===== src/hw/rtl/bpa_pkg.sv =====
// ----------------------------------------------------------------------------
// bpa_pkg
// Shared types and constants for the bitmap page allocator: item kind codes,
// fixed port widths and the command/status bundles between control and data.
// ----------------------------------------------------------------------------
package bpa_pkg;

    // Fixed port widths
    localparam int KIND_W  = 2;
    localparam int PAGE_W  = 15;
    localparam int COUNT_W = 16;
    localparam int TOTAL_W = 16;

    // Reset value of the page total register
    localparam logic [TOTAL_W-1:0] TOTAL_RESET = 16'd32768;

    // Item kind codes
    localparam logic [KIND_W-1:0] KIND_ALLOC     = 2'd0;
    localparam logic [KIND_W-1:0] KIND_MARK_USED = 2'd1;
    localparam logic [KIND_W-1:0] KIND_MARK_FREE = 2'd2;

    // Status codes
    localparam logic STATUS_OK  = 1'b0;
    localparam logic STATUS_OOM = 1'b1;

    // Commands from the controller to the datapath
    typedef struct packed {
        logic accept;        // latch a new item
        logic clear_step;    // write one all-ones word during the clearing pass
        logic scan_read;     // read the next bitmap word of an allocate scan
        logic alloc_commit;  // set the free bit found and report it
        logic alloc_fail;    // report out of memory
        logic mark_read;     // read the word holding the marked page
        logic mark_commit;   // update the marked page and report it
        logic nop_done;      // report an item with no operation
    } t_cmd;

    // Status from the datapath to the controller
    typedef struct packed {
        logic clear_last;    // clearing pass is on its last word
        logic word_free;     // word just read has a free page
        logic scan_more;     // words remain to be read in this scan
    } t_sts;

endpackage


===== src/hw/rtl/bpa_ctrl.sv =====
// ----------------------------------------------------------------------------
// bpa_ctrl
// Control state machine: runs the clearing pass after reset, takes items and
// sequences the allocate scan and the mark read-modify-write.
// ----------------------------------------------------------------------------
module bpa_ctrl (
    input  logic                        i_clk,
    input  logic                        i_rst_n,
    input  logic                        start,
    input  logic [bpa_pkg::KIND_W-1:0]  i_kind,
    input  bpa_pkg::t_sts               i_sts,
    output bpa_pkg::t_cmd               o_cmd,
    output logic                        o_busy
);

    typedef enum logic [2:0] {
        ST_CLEAR,
        ST_IDLE,
        ST_SCAN,
        ST_MARK_RD,
        ST_MARK_WR,
        ST_NOP
    } t_state;

    t_state r_state;
    t_state n_state;

    // Decode commands and next state
    always_comb begin
        o_cmd   = '0;
        n_state = r_state;
        case (r_state)
            ST_CLEAR: begin
                o_cmd.clear_step = 1'b1;
                if (i_sts.clear_last) begin
                    n_state = ST_IDLE;
                end
            end
            ST_IDLE: begin
                if (start) begin
                    o_cmd.accept = 1'b1;
                    case (i_kind)
                        bpa_pkg::KIND_ALLOC:     n_state = ST_SCAN;
                        bpa_pkg::KIND_MARK_USED: n_state = ST_MARK_RD;
                        bpa_pkg::KIND_MARK_FREE: n_state = ST_MARK_RD;
                        default:                 n_state = ST_NOP;
                    endcase
                end
            end
            ST_SCAN: begin
                if (i_sts.word_free) begin
                    o_cmd.alloc_commit = 1'b1;
                    n_state = ST_IDLE;
                end else if (i_sts.scan_more) begin
                    o_cmd.scan_read = 1'b1;
                end else begin
                    o_cmd.alloc_fail = 1'b1;
                    n_state = ST_IDLE;
                end
            end
            ST_MARK_RD: begin
                o_cmd.mark_read = 1'b1;
                n_state = ST_MARK_WR;
            end
            ST_MARK_WR: begin
                o_cmd.mark_commit = 1'b1;
                n_state = ST_IDLE;
            end
            ST_NOP: begin
                o_cmd.nop_done = 1'b1;
                n_state = ST_IDLE;
            end
            default: begin
                n_state = ST_IDLE;
            end
        endcase
    end

    // Hold state
    always_ff @(posedge i_clk) begin
        if (!i_rst_n) begin
            r_state <= ST_CLEAR;
        end else begin
            r_state <= n_state;
        end
    end

    assign o_busy = (r_state != ST_IDLE);

endmodule


===== config.mk =====
export PLATFORM = sky130hd
export DESIGN_NAME = bpa_ctrl
export DESIGN_NICKNAME = d
export VERILOG_FILES = /design/src/hw/rtl/bpa_pkg.sv /design/src/hw/rtl/bpa_ctrl.sv
export SDC_FILE = /design/constraint.sdc
export NUM_CORES = 1
export LEC_CHECK = 0
export BUFFER_PORTS_ARGS = -buffer_cell sky130_fd_sc_hd__buf_2
export CAP_MARGIN = 40
export CORE_AREA = 2 2 39 41
export CTS_BUF_LIST = sky130_fd_sc_hd__clkbuf_4
export DETAILED_ROUTE_END_ITERATION = 8
export DIE_AREA = 0 0 41 43
export RECOVER_POWER = 100
export SKIP_CTS_REPAIR_TIMING = 1
export SYNTH_ARGS = -nofsm -noshare
export SYNTH_HDL_FRONTEND = slang
export SYNTH_SLANG_ARGS = --single-unit

===== constraint.sdc =====
create_clock -name i_clk -period 1.39 [get_ports i_clk]
set_input_delay 0 -clock i_clk [delete_from_list [all_inputs] [get_ports i_clk]]
set_output_delay 0 -clock i_clk [all_outputs]
set_load 0.01 [all_outputs]

# Word level (Yosys, flattened, before mapping)
# Index checks and enable logic that the tools add are counted.
# word_totals
input_bits	8
mem_count	0
romBits	0
ram_bits	0
reg_bits	3
latchBits	0
out_inout_bits	9
# classes
magnitude_cmp	0
n_reduce_logical	4
n_eq_ne	11
addsub	0
n_bitwise	0
div	0
shifts	0
mux	18
multipliers	0
# op_table
operator	count
3-bit 2-to-1 mux	5
3-bit one-hot mux with 4 select lines	1
1-bit 2-to-1 mux	11
3-bit by 2-bit == test with 1-bit output, second input constant	2
3-bit == test, second input constant	2
3-bit one-hot mux with 2 select lines	1
2-bit inequality test, second input constant	2
3-bit by 1-bit == test with 1-bit output, second input constant	1
3-bit zero test	1
3-bit by 1-bit inequality test with 1-bit output, second input constant	1
3-bit inequality test, second input constant	1
3-bit AND reduction	1
2-bit by 1-bit == test with 1-bit output, second input constant	1
2-bit == test, second input constant	1
2-bit zero test	1
2-bit OR reduction	1

# Logic depth before layout (Yosys ltp)
# Gate-level depths: netlist (run 1).
# depth
ltp_word	5
mapped_depth	4
ltp_nobuf	3

# Worst setup path after synthesis (run 1)
# No wires, ideal clock.
# synth_timing
path_type	register -> register
startpoint	reg r_state[1]
endpoint	reg r_state[1]
n_path_buf	1
setup_time_ns	0.115
synth_period_minus_slack_ns	1.066
path_stages_with_launch	5
setup_slack_ns	0.324
arrival_time_ns	0.951
cell_sequence	dfxtp_1 -> buf_6 -> nor4b_2 -> and2_2 -> o21a_1
# synth_via
elab_chain_len	3
# synth_lines
item	line	rtl
start, declared	bpa_ctrl.sv:25	t_state r_state;
start signal, assigned	bpa_ctrl.sv:84	r_state <= n_state;
3-bit by 2-bit == test with 1-bit output, or another cell as far along	bpa_ctrl.sv:32	case (r_state)
3-bit inequality test (no source line) or 2-bit inequality test (tied branches)	-	
3-bit AND reduction (no source line)	-	
# Several ways; a longest one is shown, not always the timed one.
# A chain may end at the register's enable or synchronous reset.

==> impl_metrics.py, run 1 <==
metrics = {
    "run_status": {
        "status": "completed",
    },
    "timing": {
        "drv_slew": 0,
        "worst_pin_slew_ns": 0.294,
        "hold_viol_final": 0,
        "fin_crit_sh_pct": 91.8,
        "fin_crit_ns": 1.28,
        "fin_skew_ns": 0.00205,
        "tns_ns": 0,
        "rsz0062_at_grt": "false",
        "layout_setup_ws_ns": 0.114,
        "hold_slack_ns": 0.144,
        "relSlewSlack_pct": 80.1,
        "timing.fmax_mhz": 784,
        "setup_viol": 0,
    },
    "logic_synthesis": {
        "syn-instance-count": 27,
        "ys_ff_latch": 3,
        "syn_avg_cell_area_um2": 8.80,
        "synth_edf_count": 0,
        "ys_types": 20,
        "netlist.area_leader.share_pct": 25.3,
        "synth_warnings": 0,
        "synthFlopType": "dfxtp_1",
        "synthesis.area_um2": 238,
        "synth_area_leaders": "dfxtp_1, buf_6, nor4b_2",
        "yosys.area.top_type": "dfxtp_1",
        "synthesis.nets": 35,
        "async_reset_ff_share_pct": 0,
        "seq_area_frac_synth_pct": 25.3,
    },
    "clock_network": {
        "clkTransAtPathRegs_ns": 0.04,
        "cts_tree": "built",
        "cts_max_path_buffers": 2,
        "cts-htree-levels": 1,
        "cts_sinks": 3,
        "clockRootBuffer": "clkbuf_4",
        "clk_latency_ns": 0.23,
        "numCtsBuffers": 3,
    },
    "cells_and_area": {
        "n_antenna_cell": 0,
        "layout-drive-gt1-share_pct": 34.8,
        "area_growth_pct": 45.8,
        "n_fill_cell": 156,
        "multiInputGateArea_um2": 148,
        "regMostFlops": "r_state",
        "fin_util_pct": 25.0,
        "final_area_um2": 347,
        "ff_latch_area_um2": 61.3,
        "largest_reg_flops": 3,
        "reg_top3": "r_state: 3 flops",
        "fin_nets": 55,
        "final_cells": 62,
    },
    "route": {
        "drtIter0Drc": 1,
        "wl_per_cell_um": 10.2,
        "drtAntennaViolNets": 0,
        "vias": 267,
        "dr.pass1.iters": 2,
        "via_per_inst": 4.31,
        "wirelength_um": 631,
        "post-route-drc-count": 0,
    },
    "floorplanning": {
        "start_util_pct": 17.2,
        "core_area_um2": 1380,
        "dieArea_um2": 1760,
        "rows": 14,
        "dieHeight_um": 43,
        "num_io_pins": 17,
        "die_w_um": 41,
    },
    "global_route": {
        "grt_pass1_vias": 207,
        "grtUsageMet1_pct": 12.2,
        "grt_max_degree": 12,
        "use_met3_pct": 4.71,
        "grt_pass1_wl_um": 938,
        "grtUsageMet2_pct": 8.75,
        "grt-busiest-layer": "met1",
        "grt_util_all_layers_pct": 8.43,
        "grt-ovfl-total": 0,
        "antenna_found_initial": 0,
    },
    "critical_path": {
        "crit_end": "o_cmd[5]",
        "cp_max_fo": 10,
        "critPathCaptureType": "output pin",
        "arrival_ns": 1.28,
        "reg2reg_to": "r_state[1]",
        "reg2reg_depth": 3,
        "crit_type": "register to output pin",
        "cp-startpoint": "r_state[0]",
        "r2r_slack_ns": 0.21,
        "critPathLaunchType": "register",
        "crit_required_ns": 1.39,
        "r2r-start": "r_state[0]",
    },
    "placed_design": {
        "placed_area_um2": 315,
        "dp.cells": 57,
        "port_buffers": 16,
        "place_congestion": 0.708,
        "dp_slack_ns": 0.269,
    },
    "power_and_ir_drop": {
        "leakage_nw": 0.142,
        "max-vdd-ir-drop_uv": 389,
        "power.density_nw_per_um2": 960,
        "total_power_mw": 0.333,
    },
    "min_path": {
        "min_path_type": "input pin to register",
    },
    "job": {
        "drv_cap": 0,
    },
}
routing by layer:
layer	part of all wire (%)	up-vias	wire length (um)
met5	0	-	0
met4	0	0	0
met3	13	0	82
met2	40	12	255
met1	46	118	293
li1	-	137	-
power by group:
group	total (mW)	internal [mW]	switching, mW
clock	0.174	0.127	0.0464
combinational	0.0559	0.0288	0.0271
sequential	0.103	0.0918	0.0117
total	0.333	0.248	0.0852
cell usage in the layout, fill, tap and decap left out:
cell	instances
clkbuf_1	8
a311oi_1	1
a21oi_1	1
nor3_1	2
clkbuf_2	1
and2_2	1
a31oi_1	1
buf_2	7
dfxtp_1	2
nor4b_2	1
and3_1	1
o31a_1	1
o21a_1	1
a21boi_0	1
nor2_1	3
and4bb_1	1
inv_1	2
clkbuf_4	4
nand2b_1	1
nand3b_1	1
dlygate4sd3_1	1
nor4b_1	1
and4bb_2	1
nor2b_1	1
dfxtp_2	1
critical path, cell delays in order (launching register included):
cell,delay (ns)
dfxtp_1,0.39
nor4b_2,0.33
and2_2,0.20
clkbuf_2,0.13
cell families after synthesis:
kind of cell / after synthesis / share of synthesized area [%]
simple gates: 14 / 43.7
compound gates: 6 / 18.4
flops: 3 / 25.3
buf+inv: 4 / 12.6
synth_stat cells, drive strengths merged (2+ instances only):
cell type  n
nor4b      2
and4bb     2
dfxtp      3
nor3       2
buf        2
inv        2
nor2       3
layout make-up:
cell class	instances	share of cell area [%]
sequential	3	17.7
multi-input combinational	20	42.6
clock buffer	4	8.66
tap	16	5.78
timing repair buffer	17	23.1
inverter	2	2.17
how the worst min path moves through the flow:
stage,start,slack [ns],depth (start not counted),endpoint
after floorplan,i_sts[0],0.05,1,o_cmd[3]
after global placement,i_rst_n,0.24,2,r_state[1]
after detailed placement,i_rst_n,0.24,2,r_state[1]
after CTS,i_rst_n,-0.008,2,r_state[1]
after global routing,i_sts[0],0.14,3,r_state[1]
final,i_sts[0],0.14,3,r_state[1]
Power figures use the tool's default switching activity.
==> inputs of run 2 (changes only) <==
--- a/config.mk
+++ b/config.mk
@@ -5,8 +5,9 @@
 export SDC_FILE = /design/constraint.sdc
 export NUM_CORES = 1
 export LEC_CHECK = 0
+export ABC_AREA = 1
 export BUFFER_PORTS_ARGS = -buffer_cell sky130_fd_sc_hd__buf_2
-export CAP_MARGIN = 40
+export CAP_MARGIN = 25
 export CORE_AREA = 2 2 39 41
 export CTS_BUF_LIST = sky130_fd_sc_hd__clkbuf_4
 export DETAILED_ROUTE_END_ITERATION = 8
==> run 2 against run 1 <==
Sequential share of layout area decreased by 2.3 points. Area after synthesis increased by 14%. Sequential cell count unchanged. Maximum frequency increased by 5.7%. Die area unchanged. Register-to-register slack improved by 0.06 ns. Non-clock buffer count decreased by 1. Synthesized cell count increased by 59%. Final cell count increased by 27%. Clock skew increased by 0.0014 ns. Worst hold slack got worse by 0.14 ns.
==> impl_metrics.py, run 2 <==
metrics = {
    "run_status": {
        "status": "completed",
    },
    "min_path": {
        "whs_endpoint": "r_state[1]",
        "holdPathStages": 3,
        "min_path_type": "input pin to register",
        "min_from": "i_rst_n",
    },
    "timing": {
        "rsz0062_at_grt": "false",
        "setup_viol": 0,
        "fin_crit_sh_pct": 86.9,
        "worst_pin_slew_ns": 0.233,
        "layout_setup_ws_ns": 0.183,
        "fin_crit_ns": 1.21,
        "hold_slack_ns": 0.00869,
        "timing.fmax_mhz": 828,
        "drv_slew": 0,
        "tns_ns": 0,
        "relSlewSlack_pct": 84.4,
        "fin_skew_ns": 0.00347,
        "hold_viol_final": 0,
    },
    "global_route": {
        "grt_pass1_vias": 267,
        "grt_max_degree": 8,
        "grt-ovfl-total": 0,
        "antenna_found_initial": 0,
        "grt_util_all_layers_pct": 9.23,
        "grt_pass1_wl_um": 1030,
    },
    "power_and_ir_drop": {
        "power.density_nw_per_um2": 1200,
        "pwr-share-seq_pct": 25.5,
        "switching_share_pct": 37.8,
        "switchingPower_mw": 0.177,
        "leakage_nw": 0.208,
        "power_frac_comb_pct": 36.7,
        "clockPowerShare_pct": 37.8,
        "p_int_mw": 0.291,
        "max-vdd-ir-drop_uv": 352,
    },
    "floorplanning": {
        "dieArea_um2": 1760,
        "rows": 14,
        "start_util_pct": 19.5,
        "dieHeight_um": 43,
        "die_w_um": 41,
        "num_io_pins": 17,
        "core_area_um2": 1380,
    },
    "route": {
        "post-route-drc-count": 0,
        "wl_per_cell_um": 8.48,
        "wirelength_um": 670,
        "drtIter0Drc": 5,
        "vias": 328,
        "drtAntennaViolNets": 0,
        "dr.pass1.iters": 4,
        "via_per_inst": 4.15,
    },
    "critical_path": {
        "cp_max_fo": 6,
        "critPathCaptureType": "output pin",
        "arrival_ns": 1.21,
        "reg2reg_depth": 7,
        "r2r-start": "r_state[1]",
        "crit_type": "register to output pin",
        "critPathLaunchType": "register",
        "r2r_slack_ns": 0.27,
        "crit_required_ns": 1.39,
        "cp-startpoint": "r_state[1]",
        "reg2reg_to": "r_state[1]",
    },
    "logic_synthesis": {
        "syn-instance-count": 43,
        "synth_area_leaders": "dfxtp_1, nand3_2, nor2_1",
        "ys_types": 16,
        "yosys.area.top_type": "dfxtp_1",
        "synth_warnings": 0,
        "synthFlopType": "dfxtp_1",
        "ys_ff_latch": 3,
        "async_reset_ff_share_pct": 0,
        "synthesis.nets": 51,
        "seq_area_frac_synth_pct": 22.2,
        "syn_avg_cell_area_um2": 6.29,
        "netlist.area_leader.share_pct": 22.2,
        "synth_most_common_cell": "nor2_1",
        "synth_edf_count": 0,
        "synthesis.area_um2": 270,
        "netlist_top_cells_count": "nor2_1, nand2_1, nor3_1, inv_1, inv_2",
    },
    "cells_and_area": {
        "layout_common_cells": "buf_2, nor2_1, nand2_1",
        "multiInputGateArea_um2": 164,
        "fin_nets": 72,
        "regMostFlops": "r_state",
        "layout-drive-gt1-share_pct": 38.1,
        "largest_reg_flops": 3,
        "mostFrequentLayoutCell": "buf_2",
        "n_antenna_cell": 0,
        "ff_latch_area_um2": 60.1,
        "final_cells": 79,
        "n_fill_cell": 169,
        "area_growth_pct": 44.0,
        "reg_top3": "r_state: 3 flops",
    },
    "placed_design": {
        "dp.cells": 75,
        "hpwl_um": 556,
        "place_congestion": 0.733,
        "port_buffers": 16,
        "dp_slack_ns": 0.308,
    },
    "clock_network": {
        "cts_sinks": 3,
        "clkTransAtPathRegs_ns": 0.04,
        "numCtsBuffers": 3,
        "cts-htree-levels": 1,
        "clk_latency_ns": 0.24,
        "cts_max_path_buffers": 2,
        "clockRootBuffer": "clkbuf_4",
        "cts_tree": "built",
    },
    "job": {
        "drv_cap": 0,
    },
}
run 2: cell types whose count changed after synthesis, moves of 2 or more:
cell / before / now
nand2_1: 0 / 7
buf_6: 2 / 0
nor3_1: 2 / 5
inv_2: 0 / 4
nor2_1: 3 / 8
inv_1: 2 / 4
nand3_2: 0 / 3
run 2: worst max path at each step:
stage / end / slack [ns]
after global placement: r_state[1] / 0.32
after CTS: o_cmd[3] / 0.16
after global routing: o_cmd[7] / 0.03
final: o_cmd[3] / 0.18
after floorplan: r_state[1] / 0.41
after detailed placement: r_state[1] / 0.31
run 2: through the flow:
step | area (um2) | total power, mW | util (%)
after floorplan | 270 | 0.246 | -
after global placement | 370 | 0.302 | 26.8
after detailed placement | 370 | 0.303 | 26.8
after CTS | 400 | 0.487 | 28.9
after global routing | 389 | 0.521 | 28.1
final | 389 | 0.468 | 28.1
run 2: cell type report:
cell class	count	share of cell area [%]
Clock buffer	4	7.72
Inverter	10	10.6
Multi-Input combinational cell	30	42.1
Sequential cell	3	15.4
Tap cell	16	5.14
Timing Repair Buffer	16	19.0
run 2: kinds of logic after synthesis:
group / after synthesis / synth area share (%)
AOI/OAI and AO/OA: 3 / 8.33
buffers and inverters: 10 / 15.3
DFF: 3 / 22.2
and+or+nand+nor: 27 / 54.2
run 2: power by group through the flow:
stage               Clock (mW)  Sequential, mW  Combinational, mW
CTS                      0.185           0.121              0.182
floorplan                    0           0.118              0.127
detailed placement           0           0.122              0.181
global route             0.205           0.122              0.194
global placement             0           0.121              0.181
finish                   0.177           0.120              0.172
run 2: routing by layer:
layer	global-route usage [%]	wire [um]	vias to the layer above
li1	-	-	175
met1	10.9	282	136
met2	11.6	291	17
met3	6.28	96	0
met4	6.00	0	0
met5	0	0	-
run 2: worst max-delay path, stage by stage (launching register included):
cell     delay (ns)
dfxtp_1        0.43
inv_2          0.11
nor2_4         0.09
nand2_1        0.07
nor3_1         0.12
buf_2          0.15
